File: src/sv/sti_pkg.sv
package sti_pkg;

    localparam int CW = 32;          // coordinate width
    localparam int VW = CW + 1;      // difference vector width
    localparam int WW = 3 * VW + 5;  // triple product width
    localparam int AW = WW + VW;     // accumulator width
    localparam int QW = VW + 2;      // quotient width
    localparam int EW = 16;          // tolerance width
    localparam int NPTS = 5;
    localparam int NSTEP = 24;
    localparam int ADDR_W = 3;
    localparam logic [0:0] REG_EPS = 1'b0;
    localparam logic [EW-1:0] EPS_RESET = 16'd66;

    typedef enum logic [3:0] {
        S_IDLE, S_MATCH, S_VEC, S_MAC_GO, S_MAC_WAIT, S_NORM, S_SUM, S_CHECK,
        S_NUM_GO, S_NUM_WAIT, S_DIV_GO, S_DIV_WAIT, S_OUT
    } st_t;

    typedef enum logic [3:0] {
        V_EX, V_EY, V_EZ, V_E1X, V_E1Y, V_E1Z, V_E2X, V_E2Y, V_E2Z, V_DX, V_DY, V_DZ
    } vsrc_t;

    typedef enum logic [2:0] {
        W_P0, W_P1, W_P2, W_Q0, W_Q1, W_Q2, W_NT
    } wsrc_t;

    typedef enum logic [3:0] {
        D_NONE, D_P0, D_P1, D_P2, D_Q0, D_Q1, D_Q2, D_DET, D_N1, D_N2, D_NT
    } dst_t;

    typedef struct packed {
        logic  a_vec;
        vsrc_t a_v;
        wsrc_t a_w;
        vsrc_t b_v;
        logic  sub;
        logic  first;
        dst_t  dest;
    } ucode_t;

    typedef struct packed {
        logic start;
        logic clear;
        logic sub;
    } mac_cmd_t;

    function automatic ucode_t mk_vv(vsrc_t av, vsrc_t bv, logic sub, logic first,
                                     dst_t dest);
        ucode_t u;
        u.a_vec = 1'b1;
        u.a_v   = av;
        u.a_w   = W_P0;
        u.b_v   = bv;
        u.sub   = sub;
        u.first = first;
        u.dest  = dest;
        return u;
    endfunction

    function automatic ucode_t mk_wv(wsrc_t aw, vsrc_t bv, logic first, dst_t dest);
        ucode_t u;
        u.a_vec = 1'b0;
        u.a_v   = V_EX;
        u.a_w   = aw;
        u.b_v   = bv;
        u.sub   = 1'b0;
        u.first = first;
        u.dest  = dest;
        return u;
    endfunction

    // Program for the cross products P = d x e2, Q = e x e1 and the four dot products.
    function automatic ucode_t sti_ucode(logic [4:0] step);
        ucode_t u;
        unique case (step)
            5'd0:  u = mk_vv(V_DY, V_E2Z, 1'b0, 1'b1, D_NONE);
            5'd1:  u = mk_vv(V_DZ, V_E2Y, 1'b1, 1'b0, D_P0);
            5'd2:  u = mk_vv(V_DZ, V_E2X, 1'b0, 1'b1, D_NONE);
            5'd3:  u = mk_vv(V_DX, V_E2Z, 1'b1, 1'b0, D_P1);
            5'd4:  u = mk_vv(V_DX, V_E2Y, 1'b0, 1'b1, D_NONE);
            5'd5:  u = mk_vv(V_DY, V_E2X, 1'b1, 1'b0, D_P2);
            5'd6:  u = mk_vv(V_EY, V_E1Z, 1'b0, 1'b1, D_NONE);
            5'd7:  u = mk_vv(V_EZ, V_E1Y, 1'b1, 1'b0, D_Q0);
            5'd8:  u = mk_vv(V_EZ, V_E1X, 1'b0, 1'b1, D_NONE);
            5'd9:  u = mk_vv(V_EX, V_E1Z, 1'b1, 1'b0, D_Q1);
            5'd10: u = mk_vv(V_EX, V_E1Y, 1'b0, 1'b1, D_NONE);
            5'd11: u = mk_vv(V_EY, V_E1X, 1'b1, 1'b0, D_Q2);
            5'd12: u = mk_wv(W_P0, V_E1X, 1'b1, D_NONE);
            5'd13: u = mk_wv(W_P1, V_E1Y, 1'b0, D_NONE);
            5'd14: u = mk_wv(W_P2, V_E1Z, 1'b0, D_DET);
            5'd15: u = mk_wv(W_P0, V_EX, 1'b1, D_NONE);
            5'd16: u = mk_wv(W_P1, V_EY, 1'b0, D_NONE);
            5'd17: u = mk_wv(W_P2, V_EZ, 1'b0, D_N1);
            5'd18: u = mk_wv(W_Q0, V_DX, 1'b1, D_NONE);
            5'd19: u = mk_wv(W_Q1, V_DY, 1'b0, D_NONE);
            5'd20: u = mk_wv(W_Q2, V_DZ, 1'b0, D_N2);
            5'd21: u = mk_wv(W_Q0, V_E2X, 1'b1, D_NONE);
            5'd22: u = mk_wv(W_Q1, V_E2Y, 1'b0, D_NONE);
            5'd23: u = mk_wv(W_Q2, V_E2Z, 1'b0, D_NT);
            default: u = mk_wv(W_P0, V_EX, 1'b1, D_NONE);
        endcase
        return u;
    endfunction

endpackage

File: src/sv/sti_div.sv
module sti_div (
    input  logic                     aclk,
    input  logic                     aresetn,
    input  logic                     start,
    input  logic [sti_pkg::AW-2:0]   num,
    input  logic [sti_pkg::WW-2:0]   den,
    output logic                     done,
    output logic [sti_pkg::QW-1:0]   quo
);

    logic [sti_pkg::AW-1:0] rem_reg;
    logic [sti_pkg::AW-1:0] dsh_reg;
    logic [sti_pkg::WW-2:0] den_reg;
    logic [sti_pkg::QW-1:0] q_reg;
    logic [5:0]             cnt_reg;
    logic                   run_reg;
    logic                   done_reg;
    logic                   ge;
    logic                   round_up;

    assign ge       = (rem_reg >= dsh_reg);
    assign round_up = ({rem_reg, 1'b0} >= {{(sti_pkg::AW - sti_pkg::WW + 2){1'b0}}, den_reg});
    assign done     = done_reg;
    assign quo      = q_reg;

    // Restoring division, one quotient bit a cycle, then round half away from zero.
    always_ff @(posedge aclk) begin
        if (!aresetn) begin
            run_reg  <= 1'b0;
            done_reg <= 1'b0;
        end else begin
            done_reg <= 1'b0;
            if (start) begin
                rem_reg <= {1'b0, num};
                dsh_reg <= {den, {(sti_pkg::QW - 1){1'b0}}};
                den_reg <= den;
                q_reg   <= '0;
                cnt_reg <= '0;
                run_reg <= 1'b1;
            end else if (run_reg) begin
                if (cnt_reg == 6'(sti_pkg::QW)) begin
                    q_reg    <= q_reg + {{(sti_pkg::QW - 1){1'b0}}, round_up};
                    run_reg  <= 1'b0;
                    done_reg <= 1'b1;
                end else begin
                    if (ge) begin
                        rem_reg <= rem_reg - dsh_reg;
                    end
                    q_reg   <= {q_reg[sti_pkg::QW-2:0], ge};
                    dsh_reg <= dsh_reg >> 1;
                    cnt_reg <= cnt_reg + 6'd1;
                end
            end
        end
    end

endmodule
File: config.mk
export PLATFORM = sky130hd
export DESIGN_NAME = sti_div
export DESIGN_NICKNAME = d
export VERILOG_FILES = /design/src/sv/sti_pkg.sv /design/src/sv/sti_div.sv
export SDC_FILE = /design/constraint.sdc
export NUM_CORES = 1
export LEC_CHECK = 0
export ABC_CLOCK_PERIOD_IN_PS = 20300
export BUFFER_PORTS_ARGS = -buffer_cell sky130_fd_sc_hd__clkbuf_2
export CAP_MARGIN = 25
export CELL_PAD_IN_SITES_DETAIL_PLACEMENT = 1
export CELL_PAD_IN_SITES_GLOBAL_PLACEMENT = 1
export CORE_AREA = 2 2 238 298
export DETAILED_ROUTE_END_ITERATION = 7
export DIE_AREA = 0 0 240 300
export PLACE_DENSITY_LB_ADDON = 0.1
export SETUP_SLACK_MARGIN = 0.05
export SYNTH_ARGS = -nofsm -noshare
export SYNTH_HDL_FRONTEND = slang
export SYNTH_SLANG_ARGS = --single-unit
File: constraint.sdc
create_clock -name aclk -period 20.3 [get_ports aclk]
set_input_delay 4.06 -clock aclk [delete_from_list [all_inputs] [get_ports aclk]]
set_output_delay 4.06 -clock aclk [all_outputs]
set_load 0.01 [all_outputs]
======== Yosys cells after proc, flatten, opt, wreduce, memory -nomap -nowiden ========
Cells that the tools add are included.
operators by class
  add/sub/neg operators ................... 3
  magnitude comparators ................... 2
  eq/ne operators ......................... 2
  mux-type cells .......................... 15
  bitwise operators ....................... 2
  reductions and logical operators ........ 7
operators with widths
  kind                 number
  $mux 137             6
  $ge 138x103->1       1
  $ge 137x137->1       1
  $sub 137x137->137    1
  $mux 136             1
  $mux 35              2
  $add 35x1->35        1
  $mux 6               2
  $add 6x1->6 const B  1
  $eq 6x6->1 const B   1
  $mux 1               4
  $reduce_and 2->1     2
  $reduce_and 4->1     1
  $reduce_bool 2->1    2
  $reduce_and 3->1     1
  $reduce_or 3->1      1
  $ne 2x2->1 const B   1
  $not 1->1            2
word-level totals
  flip-flop bits (word level) ............. 420
  input port bits ......................... 242
  output and inout bits ................... 36
  word-level logic and storage cells ...... 40

======== Depth between registers and ports, before layout ========
  depth after elaboration ................. 5
  depth in mapped cells ................... 26
  gate-level depth less buffers ........... 26

======== Worst setup path before layout ========
No wires, ideal clock.
  path type ............................... input -> register
  start ................................... in aresetn
  end ..................................... reg rem_reg[0] (netlist bit), enable pin
  library setup time ...................... 670 ps
  arrival ................................. 21075 ps
  required time ........................... 19630 ps
  slack ................................... -1445 ps
  stages on the path ...................... 3
  buffers on the path ..................... 0
  cell sequence ........................... nand2_1 o21ai_0 a21boi_1
between the ends
  cells in the longest elaborated chain, start to end .. 1
ends and longest elaborated chain
  element                     RTL line       RTL
  start, declared             sti_div.sv:3   input logic aresetn,
  $reduce_and 4->1 (no line)  n/a
  end signal, assigned        sti_div.sv:34  rem_reg <= {1'b0, num};
  end signal, assigned        sti_div.sv:47  rem_reg <= rem_reg - dsh_reg;
  end, declared               sti_div.sv:11  logic [sti_pkg::AW-1:0] rem_reg;
Every way passes these cells.
A chain may end at the register's enable or synchronous reset.

======== Worst setup path after layout ========
  start ................................... in start
  end ..................................... reg dsh_reg[26] (netlist bit), enable pin
between the ends
  cells in the longest elaborated chain, start to end .. 2
  elaborated cells on any way between the ends .. 3
  classes of those cells .................. eq/ne (1); reduce/logical (2)
ends and longest elaborated chain
  element                                                           RTL line       RTL
  start, declared                                                   sti_div.sv:4   input logic start,
  $ne 2x2->1 (no line) / $reduce_bool 2->1 (equally long branches)  n/a
  $reduce_and 3->1 (no line) (*)                                    n/a
  end signal, assigned                                              sti_div.sv:35  dsh_reg <= {den, {(sti_pkg::QW - 1){1'b0}}};
  end signal, assigned                                              sti_div.sv:50  dsh_reg <= dsh_reg >> 1;
  end, declared                                                     sti_div.sv:12  logic [sti_pkg::AW-1:0] dsh_reg;
Mark *: on every way between the ends. The rest lies on a longest branch, timed or not.

==> impl_results.md <==
* Result of the run: finished clean
* Worst Skew at 32.8 ps
* DRC violations left at 0
* Place WS at 12910 ps
* Number of cell rows at 108
* Origin of the critical flop-to-flop path: rem_reg[44]
* Post-synthesis to final-layout area growth at 12.6%
* First-pass iteration count of the detailed router at 5
* Max Clk Rate at 148 MHz
* Post-DR vias/cell at 5.68
* Cell Int Power at 1.93 mW
* Clock transition at the registers of the reported paths at 60 ps
* Per-cell routed wire length at 24.1 um
* Leakage power figure at 13.6 nW
* Routed wire length at 104000 um
* Clock tree from TritonCTS: yes
* Startpoint type of the worst setup path: primary input
* Tightest Pin Transition at 1080 ps
* Core Region at 69200 sq um
* Max-slew violation count at 0
* Ys flop type: sky130_fd_sc_hd__edfxtp_1
* Maxcap violations at 0
* Most numerous cell on the critical path: sky130_fd_sc_hd__buf_4
* Dominant cell by count in the synthesized netlist: sky130_fd_sc_hd__nand2_1
* Worst relative slew slack at 27.1%
* Number of warning messages in the yosys log at 0
* Placer's final routability congestion estimate at 0.938
* Combinational power share at 31.1%
* Class of the tightest hold or removal check: flip-flop to flip-flop
* Endpoint kind of the worst setup timing path: flip-flop
* Number of DRC violations after detailed-routing iteration 0 at 1314
* Stages on worst setup path at 5
* Final Hold Viols at 0
* Reg-to-reg slack, setup at 14010 ps
* Net count of the mapped netlist at 3623
* Count of buffers from port buffering at 277
* Cell family with most CP delay: buffers and inverters
* Largest net degree at the start of global routing at 114
* RSZ-0062 raised after global routing: false
* Maximum VDD drop at 0.0530 mV
* Global Route Usage Sum at 28.6%
* Number of enable-type register cells in the synthesized netlist at 418
* Number of instances in the synthesized netlist at 3138
* Average footprint of a synthesized cell at 9.16 sq um
* Effective utilization at floorplan at 41.6%
* Global-route wire length before repair at 155000 um
* Die Span Y at 300 um
* PostCTS Resize Cnt at 0
* Longest Clk Path Bufs at 3
* CTS H-tree depth at 2
* Sequential share of power at 38.4%
* I/O Pins at 278
* Clk sinks at 420
* Biggest cell delay along the critical path at 830 ps
* Minimum period implied by the final worst setup slack at 6750 ps
* Distinct cell type count after synthesis at 86
* End of the worst register-to-register path: rem_reg[80]
* Post-CTS Setup Bufs at 0
* Critical Setup Path Class: primary input to flip-flop
* Total number of vias at 24.5k
* Number of buffers inserted during clock tree synthesis at 48
* Maximum net fanout on the critical path at 73
* Worst-Skew Late Latency at 600 ps
* Total power after layout at 2.94 mW
* CP Capture Point: dsh_reg[26]
* Cell Count Post-Placement at 4231
* Asr flop ratio synth at 0%
* Commonest cells in the netlist: sky130_fd_sc_hd__nand2_1, sky130_fd_sc_hd__edfxtp_1, sky130_fd_sc_hd__o21ai_0
* Multi-input logic area at 14400 sq um
* Number of filler instances in the final layout at 8114
* Overall die width at 240 um
* Antenna-violating nets left at 0
* Final Non-Filler Cells at 4320
* Worst setup path startpoint: start
* Number of synthesized register bits at 420
* Post-synth top area share at 43.7%
* Residual overflow from global routing at 0
* Final critical-path share of the clock period at 33.3%
* Final hold slack at 551 ps
* Arrival time worst endpoint at 6960 ps
* Cell Area, Synth at 28800 sq um
* Part of the power in the clock network at 30.5%
* Cell chain of the critical path: buf_8 > nand2_1 > o21ai_4 > buf_4 > buf_4
* Vias in the first global route at 26.1k
* Biggest area contributors in the synthesized netlist: sky130_fd_sc_hd__edfxtp_1, sky130_fd_sc_hd__ha_1, sky130_fd_sc_hd__o21ai_0
* WP buf/inv at 3
* Fin Setup TNS at 0 ps
* Sequential share of the synthesized area at 43.8%
* Sw power at 1.01 mW
* Count of cells along the worst hold path at 2
* Die area at 72000 sq um
* Setup-failing EPs final at 0
* Net switching fraction of the power at 34.4%
* Worst-case reg-to-reg path depth at 14
* Hold-fix buffer count after cts at 0
* Worst EP required at 20510 ps
* Slowest CP cell: sky130_fd_sc_hd__buf_4
* Power density cells at 90.7 nW/um^2
* Root Driver: sky130_fd_sc_hd__clkbuf_16
* Half-perimeter wire length after detailed placement at 83200 um
* Layout net count at 3832
* Cell accounting for the most synthesized area: sky130_fd_sc_hd__edfxtp_1
* Worst Slack Setup Final at 13550 ps
* Number of antenna violations at the first check in global routing at 4
* Sequential standard cell area at 12600 sq um
* Fraction of layout cells with a size suffix above 1 at 11.9%
## cell usage in the layout, fill, tap and decap left out, drive strengths merged, types with 105 or more instances in the layout
master	count
nand2	421
nor2	204
inv	285
a21o	113
o21ai	382
a21oi	265
clkbuf	336
nand4	105
edfxtp	418
ha	242
## through the flow
stage,util [%],cell area (sq um)
after global placement,44.5,30800
after detailed placement,44.5,30800
after CTS,46.8,32300
after floorplan,-,28800
after global routing,46.8,32400
final,46.8,32400
## worst register-to-register path: stages, from the launching register on
cell                        delay (ps)
sky130_fd_sc_hd__edfxtp_1          450
sky130_fd_sc_hd__ha_1              450
sky130_fd_sc_hd__nand2_1           160
sky130_fd_sc_hd__o21ai_0           490
sky130_fd_sc_hd__a21o_1            220
sky130_fd_sc_hd__o21bai_1          110
sky130_fd_sc_hd__a221oi_1          120
sky130_fd_sc_hd__o21ai_0           530
sky130_fd_sc_hd__o211ai_2          240
sky130_fd_sc_hd__a2111oi_2         620
sky130_fd_sc_hd__or2_1             430
sky130_fd_sc_hd__a31oi_4           160
sky130_fd_sc_hd__o41a_1            540
sky130_fd_sc_hd__a21boi_4          550
sky130_fd_sc_hd__buf_4             800
## cell type report
class	count	area share [%]
clock inverters	24	0.893
multi-input cells	2297	44.6
well taps	935	3.61
repair buffers	295	4.78
flip-flops and latches	420	38.9
inverters	285	3.31
diodes	4	0.0309
clock buffers	60	3.91
## logic make-up after synthesis
logic type,share of synthesized area [%]
fa+ha+maj,10.6
mux,0.257
buf+inv,6.08
simple gates,15.2
flops,43.8
compound gates,19.8
xor+xnor,4.23
## worst min-delay path by stage
stage           startpoint           to  slack [ps]
3_5_place_dp   dsh_reg[18]  dsh_reg[17]         540
6_report       dsh_reg[17]  dsh_reg[16]         550
2_1_floorplan      run_reg         done         460
5_1_grt        dsh_reg[15]  dsh_reg[14]         590
3_3_place_gp   dsh_reg[30]  dsh_reg[29]         530
4_1_cts        dsh_reg[18]  dsh_reg[17]         560
## metal layers
metal,global-route usage [%],wire length [um],up-vias
met2,52.9,54100,579
met1,32.9,40700,12100
li1,-,-,11700
met5,0,0,-
met4,14.0,5660,0
met3,2.47,3460,185
## power groups by stage
stage | Clock, mW | Combinational (mW) | Sequential (mW)
2_1_floorplan | 0 | 0.626 | 1.13
3_3_place_gp | 0 | 0.882 | 1.14
3_5_place_dp | 0 | 0.903 | 1.15
4_1_cts | 0.916 | 0.910 | 1.13
5_1_grt | 0.942 | 1.01 | 1.13
6_report | 0.895 | 0.915 | 1.13
(Power assumes the default switching activity.)
