$ cat src/sv/sti_pkg.sv
package sti_pkg;

    localparam int CW = 32;          // coordinate width
    localparam int VW = CW + 1;      // difference vector width
    localparam int WW = 3 * VW + 5;  // triple product width
    localparam int AW = WW + VW;     // accumulator width
    localparam int QW = VW + 2;      // quotient width
    localparam int EW = 16;          // tolerance width
    localparam int NPTS = 5;
    localparam int NSTEP = 24;
    localparam int ADDR_W = 3;
    localparam logic [0:0] REG_EPS = 1'b0;
    localparam logic [EW-1:0] EPS_RESET = 16'd66;

    typedef enum logic [3:0] {
        S_IDLE, S_MATCH, S_VEC, S_MAC_GO, S_MAC_WAIT, S_NORM, S_SUM, S_CHECK,
        S_NUM_GO, S_NUM_WAIT, S_DIV_GO, S_DIV_WAIT, S_OUT
    } st_t;

    typedef enum logic [3:0] {
        V_EX, V_EY, V_EZ, V_E1X, V_E1Y, V_E1Z, V_E2X, V_E2Y, V_E2Z, V_DX, V_DY, V_DZ
    } vsrc_t;

    typedef enum logic [2:0] {
        W_P0, W_P1, W_P2, W_Q0, W_Q1, W_Q2, W_NT
    } wsrc_t;

    typedef enum logic [3:0] {
        D_NONE, D_P0, D_P1, D_P2, D_Q0, D_Q1, D_Q2, D_DET, D_N1, D_N2, D_NT
    } dst_t;

    typedef struct packed {
        logic  a_vec;
        vsrc_t a_v;
        wsrc_t a_w;
        vsrc_t b_v;
        logic  sub;
        logic  first;
        dst_t  dest;
    } ucode_t;

    typedef struct packed {
        logic start;
        logic clear;
        logic sub;
    } mac_cmd_t;

    function automatic ucode_t mk_vv(vsrc_t av, vsrc_t bv, logic sub, logic first,
                                     dst_t dest);
        ucode_t u;
        u.a_vec = 1'b1;
        u.a_v   = av;
        u.a_w   = W_P0;
        u.b_v   = bv;
        u.sub   = sub;
        u.first = first;
        u.dest  = dest;
        return u;
    endfunction

    function automatic ucode_t mk_wv(wsrc_t aw, vsrc_t bv, logic first, dst_t dest);
        ucode_t u;
        u.a_vec = 1'b0;
        u.a_v   = V_EX;
        u.a_w   = aw;
        u.b_v   = bv;
        u.sub   = 1'b0;
        u.first = first;
        u.dest  = dest;
        return u;
    endfunction

    // Program for the cross products P = d x e2, Q = e x e1 and the four dot products.
    function automatic ucode_t sti_ucode(logic [4:0] step);
        ucode_t u;
        unique case (step)
            5'd0:  u = mk_vv(V_DY, V_E2Z, 1'b0, 1'b1, D_NONE);
            5'd1:  u = mk_vv(V_DZ, V_E2Y, 1'b1, 1'b0, D_P0);
            5'd2:  u = mk_vv(V_DZ, V_E2X, 1'b0, 1'b1, D_NONE);
            5'd3:  u = mk_vv(V_DX, V_E2Z, 1'b1, 1'b0, D_P1);
            5'd4:  u = mk_vv(V_DX, V_E2Y, 1'b0, 1'b1, D_NONE);
            5'd5:  u = mk_vv(V_DY, V_E2X, 1'b1, 1'b0, D_P2);
            5'd6:  u = mk_vv(V_EY, V_E1Z, 1'b0, 1'b1, D_NONE);
            5'd7:  u = mk_vv(V_EZ, V_E1Y, 1'b1, 1'b0, D_Q0);
            5'd8:  u = mk_vv(V_EZ, V_E1X, 1'b0, 1'b1, D_NONE);
            5'd9:  u = mk_vv(V_EX, V_E1Z, 1'b1, 1'b0, D_Q1);
            5'd10: u = mk_vv(V_EX, V_E1Y, 1'b0, 1'b1, D_NONE);
            5'd11: u = mk_vv(V_EY, V_E1X, 1'b1, 1'b0, D_Q2);
            5'd12: u = mk_wv(W_P0, V_E1X, 1'b1, D_NONE);
            5'd13: u = mk_wv(W_P1, V_E1Y, 1'b0, D_NONE);
            5'd14: u = mk_wv(W_P2, V_E1Z, 1'b0, D_DET);
            5'd15: u = mk_wv(W_P0, V_EX, 1'b1, D_NONE);
            5'd16: u = mk_wv(W_P1, V_EY, 1'b0, D_NONE);
            5'd17: u = mk_wv(W_P2, V_EZ, 1'b0, D_N1);
            5'd18: u = mk_wv(W_Q0, V_DX, 1'b1, D_NONE);
            5'd19: u = mk_wv(W_Q1, V_DY, 1'b0, D_NONE);
            5'd20: u = mk_wv(W_Q2, V_DZ, 1'b0, D_N2);
            5'd21: u = mk_wv(W_Q0, V_E2X, 1'b1, D_NONE);
            5'd22: u = mk_wv(W_Q1, V_E2Y, 1'b0, D_NONE);
            5'd23: u = mk_wv(W_Q2, V_E2Z, 1'b0, D_NT);
            default: u = mk_wv(W_P0, V_EX, 1'b1, D_NONE);
        endcase
        return u;
    endfunction

endpackage

$ cat src/sv/sti_mac.sv
module sti_mac (
    input  logic                          aclk,
    input  logic                          aresetn,
    input  sti_pkg::mac_cmd_t             cmd,
    input  logic signed [sti_pkg::WW-1:0] a,
    input  logic signed [sti_pkg::VW-1:0] b,
    output logic                          done,
    output logic signed [sti_pkg::AW-1:0] acc
);

    logic signed [sti_pkg::AW-1:0] acc_reg;
    logic signed [sti_pkg::AW-1:0] ash_reg;
    logic [sti_pkg::VW-1:0]        bsh_reg;
    logic [5:0]                    cnt_reg;
    logic                          run_reg;
    logic                          done_reg;
    logic                          sub_reg;
    logic                          last;

    assign last = (cnt_reg == 6'(sti_pkg::VW - 1));
    assign done = done_reg;
    assign acc  = acc_reg;

    // Shift-add over the bits of b; the top bit of b carries negative weight.
    always_ff @(posedge aclk) begin
        if (!aresetn) begin
            run_reg  <= 1'b0;
            done_reg <= 1'b0;
        end else begin
            done_reg <= 1'b0;
            if (cmd.start) begin
                ash_reg <= {{(sti_pkg::AW - sti_pkg::WW){a[sti_pkg::WW-1]}}, a};
                bsh_reg <= b;
                cnt_reg <= '0;
                sub_reg <= cmd.sub;
                run_reg <= 1'b1;
                if (cmd.clear) begin
                    acc_reg <= '0;
                end
            end else if (run_reg) begin
                if (bsh_reg[0]) begin
                    if (sub_reg ^ last) begin
                        acc_reg <= acc_reg - ash_reg;
                    end else begin
                        acc_reg <= acc_reg + ash_reg;
                    end
                end
                ash_reg <= ash_reg <<< 1;
                bsh_reg <= bsh_reg >> 1;
                cnt_reg <= cnt_reg + 6'd1;
                if (last) begin
                    run_reg  <= 1'b0;
                    done_reg <= 1'b1;
                end
            end
        end
    end

endmodule

$ cat config.mk
export PLATFORM = sky130hd
export DESIGN_NAME = sti_mac
export DESIGN_NICKNAME = d
export VERILOG_FILES = /design/src/sv/sti_pkg.sv /design/src/sv/sti_mac.sv
export SDC_FILE = /design/constraint.sdc
export NUM_CORES = 1
export LEC_CHECK = 0
export ABC_CLOCK_PERIOD_IN_PS = 9600
export BUFFER_PORTS_ARGS = -buffer_cell sky130_fd_sc_hd__buf_2
export CAP_MARGIN = 20
export CORE_ASPECT_RATIO = 1.2
export CORE_MARGIN = 2
export CORE_UTILIZATION = 44
export CTS_BUF_LIST = sky130_fd_sc_hd__clkbuf_4 sky130_fd_sc_hd__clkbuf_8
export DETAILED_ROUTE_END_ITERATION = 6
export SYNTH_ARGS = -nofsm -noshare
export SYNTH_HDL_FRONTEND = slang
export SYNTH_SLANG_ARGS = --single-unit
$ cat constraint.sdc
create_clock -name aclk -period 9.6 [get_ports aclk]
set_input_delay 1.44 -clock aclk [delete_from_list [all_inputs] [get_ports aclk]]
set_output_delay 1.44 -clock aclk [all_outputs]
set_load 0.05 [all_outputs]
* After elaboration in Yosys (flattened, before gate mapping)
Index checks and enable logic that the tools add are counted.
** Storage, ports and cells
- Register bits after elaboration :: 316
- Latch bits :: 0
- RAM bits :: 0
- Bits in read-only memories :: 0
- Output and inout port bits :: 138
- Logic and storage cells :: 35
- Memories kept :: 0
** Operators by class
- Add/sub/neg operators :: 3
- Multipliers :: 0
- Divide/modulo/power cells :: 0
- $lt $le $gt $ge :: 0
- Equality and inequality tests :: 2
- Shift-type cells :: 0
- Muxes and demuxes :: 14
- Bitwise gates (word level) :: 3
- Reduce and logical (&&, ||, !) cells :: 6
** Operators with widths (number)
- 137-bit two-way mux :: 7
- 137-bit adder :: 1
- 137-bit subtractor :: 1
- 33-bit two-way mux :: 2
- 6-bit by 1-bit adder with 6-bit output, second input constant :: 1
- 6-bit equality test, second input constant :: 1
- 6-bit two-way mux :: 1
- 1-bit two-way mux :: 4
- 2-bit AND reduction :: 2
- 4-bit AND reduction :: 1
- 2-bit nonzero test :: 2
- 3-bit OR reduction :: 1
- 2-bit inequality test, second input constant :: 1
- 1-bit inverter :: 2
- 1-bit XOR :: 1

* Longest topological paths before layout
Gate-level depths: netlist of run 1.
- Word-level depth :: 6
- Mapped depth :: 26
- Gate-level depth less buffers :: 25

* Least setup slack after synthesis of run 1
OpenSTA, ideal clock, no wires.
- Path kind :: input -> register
- Start :: input cmd[2] (netlist name)
- End :: register acc_reg (netlist bit acc[0]), enable pin
- Arrival :: 8.173 ns
- Path slack :: 0.778 ns
- Stages on the path :: 4
- Buffers on the path :: 2
- Cell sequence :: clkbuf_1 -> clkbuf_1 -> a22oi_1 -> nor2b_1
** On the way
- Longest elaborated chain between the ends :: 2
- Elaborated cells between the ends (all ways) :: 4
** Ends and longest elaborated chain
- start, declared :: line sti_mac.sv:4 : input sti_pkg::mac_cmd_t cmd,
- 2-bit inequality test (no source line) or 2-bit nonzero test (tied branches)
- 4-bit AND reduction (no source line) (*)
- end signal, assigned :: line sti_mac.sv:43 : acc_reg <= acc_reg - ash_reg;
- end signal, assigned :: line sti_mac.sv:45 : acc_reg <= acc_reg + ash_reg;
- end, declared :: line sti_mac.sv:11 : logic signed [sti_pkg::AW-1:0] acc_reg;
Every way passes the cells marked *; elsewhere a longest branch is shown, timed or not.
A chain may end at the register's enable or synchronous reset.

* Final worst setup path of run 1
- Start :: register ash_reg[14] (netlist name)
- End :: register acc_reg (netlist bit acc[133]), data pin
** On the way
- Longest elaborated chain between the ends :: 5
- Elaborated cells between the ends (all ways) :: 6
** Ends and longest elaborated chain
- start, declared :: line sti_mac.sv:12 : logic signed [sti_pkg::AW-1:0] ash_reg;
- start signal, assigned :: line sti_mac.sv:32 : ash_reg <= {{(sti_pkg::AW - sti_pkg::WW){a[sti_pkg::WW-1]}}, a};
- start signal, assigned :: line sti_mac.sv:48 : ash_reg <= ash_reg <<< 1;
- 137-bit adder or 137-bit subtractor (tied branches) :: line sti_mac.sv:45, sti_mac.sv:43
- 137-bit two-way mux (*) :: line sti_mac.sv:42 : if (sub_reg ^ last) begin
- 137-bit two-way mux (*) :: line sti_mac.sv:41 : if (bsh_reg[0]) begin
- 137-bit two-way mux (*) :: line sti_mac.sv:40 : end else if (run_reg) begin
- 137-bit two-way mux (*) :: line sti_mac.sv:31 : if (cmd.start) begin
Every way passes the cells marked *; elsewhere a longest branch is shown, timed or not. The select of a mux whose other input is x is not followed.

==> flow_metrics.py, run 1 <==
metrics = {
    "pwr": {
        "combPwrFrac": 0.397,
        "p_int_mw": 3.10,
        "swShare": 0.399,
        "total_leakage_power_nw": 10.9,
        "ir_drop_uv": 108,
        "clkPwrFrac": 0.260,
        "p_seq_frac": 0.343,
        "switching_power_mw": 2.06,
        "finalPower_mw": 5.15,
        "p_per_area_nw_per_um2": 183,
    },
    "timing": {
        "whs_ns": 0.547,
        "finalCritPeriodShare": 0.812,
        "period_needed_ns": 7.79,
        "finClkSkew_ns": 0.0491,
        "fmax_mhz": 128,
        "worst_pin_slew_ns": 1.21,
        "final-max-slew-violation-count": 0,
        "setup_violations": 0,
        "hold_viol_final": 0,
        "fin_setup_tns_ns": 0,
        "rsz0062_at_grt": "false",
        "slew-limit-headroom": 0.187,
    },
    "clock_network": {
        "tritoncts": "done",
        "cts.path.max_buffers": 3,
        "postCtsSetupRepairBufs": 0,
        "cts_htree_levels": 2,
        "root_buffer": "clkbuf_8",
        "clk_pin_slew_ns": 0.06,
        "ctsResizeCount": 0,
        "cts.sinks": 316,
        "clk_latency_ns": 0.71,
        "cts_buffers": 58,
        "cts_hold_buf": 0,
    },
    "global_routing": {
        "use_met2": 0.521,
        "grt_pass1_vias": 22800,
        "antenna_found_initial": 2,
        "grt_use_met1": 0.349,
        "grt_util_met3": 0.0421,
        "grt_pass1_wl_mm": 133,
        "overflow": 0,
        "grtUsageTotal": 0.292,
        "grt_max_degree": 138,
        "busiest_layer": "met2",
    },
    "synthesis": {
        "yosysWarnings": 0,
        "netlist.area_leader.share": 0.377,
        "ys_ff_latch": 316,
        "yosysUniqueCellTypes": 65,
        "ys.flop_type": "edfxtp_1",
        "yosys.area.top_type": "edfxtp_1",
        "async_flop_share": 0,
        "yosysMostFrequentCell": "nor2_1",
        "ys_top_cells_by_area": "edfxtp_1 (38%), ha_1 (6.9%), mux2_2 (6.6%)",
        "synthCells": 2767,
        "synth.avg_cell_area_sq_um": 9.05,
        "synth-edff-count": 314,
        "synth_common_cells": "nor2_1 (331), edfxtp_1 (314), a21oi_1 (263)",
        "ys_seq_area_frac": 0.378,
        "synthesis.nets": 3049,
        "synth_area_sq_um": 25000,
    },
    "worst_setup_path": {
        "path_buf_inv": 0,
        "crit_chain": "or4_4 > or4_4 > nor3_1 > nand3_1 > or3_1 > nor2_1 > nand2_1 > o21ai_0 > xor2_1 > ha_1 > a21o_1 > a21o_1 > a21oi_1 > o21ai_0 > nand2_1 > o211ai_1 > a31oi_1 > o21ai_0 > a21oi_1 > o21ai_0 > mux2_2",
        "endpoint_kind": "flip-flop",
        "cpMaxStageDelayCell": "a21oi_1",
        "worstPathMaxFanout": 8,
        "path_delay_family": "compound AO/OA/AOI/OAI gates",
        "required_ns": 10.06,
        "critPathKind": "flip-flop to flip-flop",
        "worst_setup_path_start_kind": "flip-flop",
        "reg2reg_slack_ns": 1.81,
        "cp_common_cell": "o21ai_0",
        "cp_data_arrival_time_ns": 8.25,
        "slowest_delay_ns": 0.67,
    },
    "finish": {
        "nets": 3265,
        "instances_no_fill": 3756,
        "stdcell_area_sq_um": 28100,
        "area_growth_pct": 12.5,
        "drive_above_1_share": 0.190,
    },
    "routing": {
        "ant_nets": 0,
        "first_pass_iters": 7,
        "viasPerCell": 5.99,
        "vias": 22500,
        "routed_wl_mm": 87.9,
        "wire_per_inst_um": 23.4,
        "drt_first_iter_violations": 1818,
        "remaining_drc_errors": 11,
    },
    "hold_path": {
        "hp-class": "flip-flop to flip-flop",
    },
    "place": {
        "gp_congestion": 0.999,
        "hpwl_mm": 68.9,
        "post_dp_cell_area_sq_um": 27000,
        "dp.cells": 3649,
        "portBuffers": 279,
    },
    "die": {
        "boundaryPins": 280,
        "initial_core_util": 0.446,
        "num_rows": 95,
        "die_width_um": 222,
        "fp.coreArea_sq_um": 56100,
        "die_area_sq_um": 58800,
        "dieHeight_um": 265,
    },
    "run_status": {
        "outcome": "finished with violations",
        "violations": "design-rule violations",
    },
    "run": {
        "maxCapViolCount": 0,
    },
}
[layout make-up]
class | instances | area, sq um
inverter | 98 | 368
clock inverter | 27 | 206
timing repair buffer | 296 | 1540
clock buffer | 78 | 948
antenna | 1 | 2.50
multi-input combinational | 2213 | 14700
fill | 5437 | 28000
tap | 727 | 910
sequential | 316 | 9470
[per-layer routing]
metal  vias to the layer above  routed length, um
li1                      10600                  -
met1                     10900              35500
met2                       779              43700
met3                       214               4610
met4                         2               4110
met5                         -                 13
[final timing paths]
check / startpoint / end / cells past startpoint
max: ash_reg[14] / acc[133] / 21
min: bsh_reg[14] / bsh_reg[13] / 1
max reg2reg: ash_reg[14] / acc[133] / 21
min reg2reg: bsh_reg[14] / bsh_reg[13] / 1
[stage by stage]
step,worst slack [ns],util
global placement,1.45,0.481
finish,1.81,0.502
CTS,1.62,0.502
floorplan,0.778,-
global route,1.55,0.502
detailed placement,1.67,0.481
[power by group through the flow]
stage / logic (mW) / registers (mW) / clock network, mW
4_1_cts: 2.02 / 1.77 / 1.38
3_5_place_dp: 2.01 / 1.79 / 0
5_1_grt: 2.22 / 1.78 / 1.44
3_3_place_gp: 2.01 / 1.79 / 0
6_report: 2.05 / 1.77 / 1.34
2_1_floorplan: 1.33 / 1.91 / 0
[kinds of logic after synthesis]
group	Yosys count	synth area share
fa+ha+maj	140	0.0703
xor+xnor	259	0.0906
simple gates	879	0.168
flops	316	0.378
buf+inv	238	0.0360
mux	146	0.0657
compound gates	789	0.191
[cell usage in the layout (no fill, tap or decap), types with 9 or more instances in the layout]
cell	Yosys	routed
clkbuf_4	0	20
nor2b_1	26	25
mux2_2	146	146
nor2_1	331	331
nor4_1	25	25
o21a_1	21	20
nand2_1	199	199
a221oi_1	9	9
xnor2_1	154	153
nand4_1	87	87
edfxtp_1	314	314
a21oi_1	263	263
inv_1	98	98
and2_1	11	11
a21o_1	86	86
o21ai_0	208	208
buf_2	0	279
o211ai_1	9	9
clkinv_2	0	9
or4_1	14	14
o21bai_1	52	52
nand2b_1	16	16
clkbuf_8	0	58
xor2_1	105	104
and3_1	12	12
nand3_1	31	31
a21boi_0	12	12
clkinv_1	0	12
o41ai_1	13	13
o31ai_1	40	40
or3_1	33	33
ha_1	139	139
buf_4	0	14
nor3_1	50	50
a31oi_1	30	30
or2_2	14	14
Note: power is estimated with default switching activity, not from simulation.
==> inputs of run 2 (changes only) <==
--- a/config.mk
+++ b/config.mk
@@ -5,7 +5,7 @@
 export SDC_FILE = /design/constraint.sdc
 export NUM_CORES = 1
 export LEC_CHECK = 0
-export ABC_CLOCK_PERIOD_IN_PS = 9600
+export ABC_CLOCK_PERIOD_IN_PS = 7200
 export BUFFER_PORTS_ARGS = -buffer_cell sky130_fd_sc_hd__buf_2
 export CAP_MARGIN = 20
 export CORE_ASPECT_RATIO = 1.2
==> constraint.sdc (replaced) <==
create_clock -name aclk -period 7.2 [get_ports aclk]
set_input_delay 1.08 -clock aclk [delete_from_list [all_inputs] [get_ports aclk]]
set_output_delay 1.08 -clock aclk [all_outputs]
set_load 0.05 [all_outputs]
==> flow_metrics.py, run 2 (same netlist as run 1, synthesis figures left out) <==
metrics = {
    "worst_setup_path": {
        "endpoint_kind": "flip-flop",
        "required_ns": 7.61,
        "cp_data_arrival_time_ns": 7.36,
        "worstPathMaxFanout": 7,
        "critPathKind": "flip-flop to flip-flop",
        "reg2reg_slack_ns": 0.25,
        "worst_setup_path_start_kind": "flip-flop",
    },
    "global_routing": {
        "grt_pass1_wl_mm": 132,
        "grt_max_degree": 196,
        "antenna_found_initial": 1,
        "grt_pass1_vias": 22700,
        "grtUsageTotal": 0.287,
        "overflow": 0,
    },
    "pwr": {
        "p_per_area_nw_per_um2": 240,
        "switching_power_mw": 2.74,
        "combPwrFrac": 0.407,
        "ir_drop_uv": 184,
        "p_int_mw": 4.13,
        "clkPwrFrac": 0.251,
        "p_seq_frac": 0.343,
        "swShare": 0.399,
        "finalPower_mw": 6.87,
        "total_leakage_power_nw": 11.2,
    },
    "routing": {
        "viasPerCell": 5.97,
        "wire_per_inst_um": 22.7,
        "remaining_drc_errors": 12,
        "vias": 22800,
        "drt_first_iter_violations": 1991,
        "first_pass_iters": 7,
        "routed_wl_mm": 87.0,
        "ant_nets": 0,
    },
    "place": {
        "hpwl_mm": 68.5,
        "dp.cells": 3715,
        "gp_congestion": 1.03,
        "portBuffers": 279,
    },
    "clock_network": {
        "cts.sinks": 316,
        "tritoncts": "done",
        "clk_pin_slew_ns": 0.06,
        "postCtsSetupRepairBufs": 0,
        "cts_buffers": 57,
        "cts.path.max_buffers": 3,
        "cts_hold_buf": 0,
        "ctsResizeCount": 0,
        "root_buffer": "clkbuf_8",
        "clk_latency_ns": 0.70,
        "cts_htree_levels": 2,
    },
    "run_status": {
        "violations": "design-rule violations",
        "outcome": "finished with violations",
    },
    "timing": {
        "period_needed_ns": 6.95,
        "final-max-slew-violation-count": 0,
        "finalCritPeriodShare": 0.965,
        "fmax_mhz": 144,
        "hold_viol_final": 0,
        "setup_violations": 0,
        "worst_pin_slew_ns": 1.01,
        "rsz0062_at_grt": "false",
        "slew-limit-headroom": 0.323,
        "fin_setup_tns_ns": 0,
        "finClkSkew_ns": 0.0584,
    },
    "die": {
        "fp.coreArea_sq_um": 56100,
        "num_rows": 95,
        "die_area_sq_um": 58800,
        "initial_core_util": 0.446,
        "dieHeight_um": 265,
        "die_width_um": 222,
        "boundaryPins": 280,
    },
    "run": {
        "maxCapViolCount": 0,
    },
    "finish": {
        "drive_above_1_share": 0.206,
        "mostFrequentLayoutCell": "nor2_1",
        "nets": 3329,
        "final_cell_mix": "nor2_1 (331), edfxtp_1 (314), buf_2 (278), a21oi_1 (262), o21ai_0 (208)",
        "area_growth_pct": 14.4,
        "instances_no_fill": 3824,
    },
    "hold_path": {
        "hp-class": "flip-flop to flip-flop",
    },
}
[run 2: cell types whose count changed in the layout (fill, tap and decap cells not counted), sizes merged]
| cell | previous run | this run |
|---|---|---|
| buf | 295 | 361 |
| clkinv | 21 | 32 |
| clkbuf | 79 | 70 |
[run 2: layout make-up]
type | count | area [sq um]
clock inverters | 38 | 234
flip-flops and latches | 316 | 9470
repair buffers | 361 | 2050
diodes | 1 | 2.50
fillers | 5425 | 27500
multi-input cells | 2213 | 14700
well taps | 727 | 910
inverters | 98 | 368
clock buffers | 70 | 882
[run 2: final timing paths]
path / from / to / cells after the start
max: ash_reg[8] / acc[132] / 22
min: bsh_reg[7] / bsh_reg[6] / 1
max reg2reg: ash_reg[8] / acc[132] / 22
min reg2reg: bsh_reg[7] / bsh_reg[6] / 1
[run 2: power by group through the flow]
stage	registers, mW	logic (mW)	clock network, mW
2_1_floorplan	2.54	1.77	0
3_3_place_gp	2.39	2.73	0
3_5_place_dp	2.39	2.74	0
4_1_cts	2.35	2.76	1.77
5_1_grt	2.37	3.03	1.85
6_report	2.35	2.80	1.72
[run 2: worst max-delay path, cell delays in order (launching register included)]
cell and delay (ns):
edfxtp_1 0.46, or4_1 0.59, or3_1 0.44, or2_2 0.39, or3_1 0.49, nor4_1 0.34, buf_4 0.19, and2_1 0.17
nand2_1 0.14, o21a_1 0.29, xnor2_1 0.15, ha_1 0.41, nand2_1 0.12, or3_1 0.43, or3_1 0.42, or4_1 0.52
a21oi_1 0.17, a21oi_1 0.06, buf_4 0.18, o31ai_2 0.34, a21oi_1 0.13, xor2_1 0.15, nor2_1 0.06
[run 2: through the flow]
step	hold WS [ns]	area, sq um	util	setup WS [ns]
6_report	0.548	28600	0.510	0.251
3_3_place_gp	0.527	27500	0.490	0.265
4_1_cts	0.513	28600	0.510	0.143
2_1_floorplan	0.525	25000	-	1.01
3_5_place_dp	0.535	27500	0.490	0.173
5_1_grt	0.543	28600	0.510	0.0354
[run 2: layer usage]
metal / vias to the layer above / wire length, um / GRT usage
li1: 10800 / - / -
met1: 11000 / 35100 / 0.344
met2: 832 / 43500 / 0.518
met3: 198 / 4650 / 0.0395
met4: 0 / 3810 / 0.120
met5: - / 0 / 0
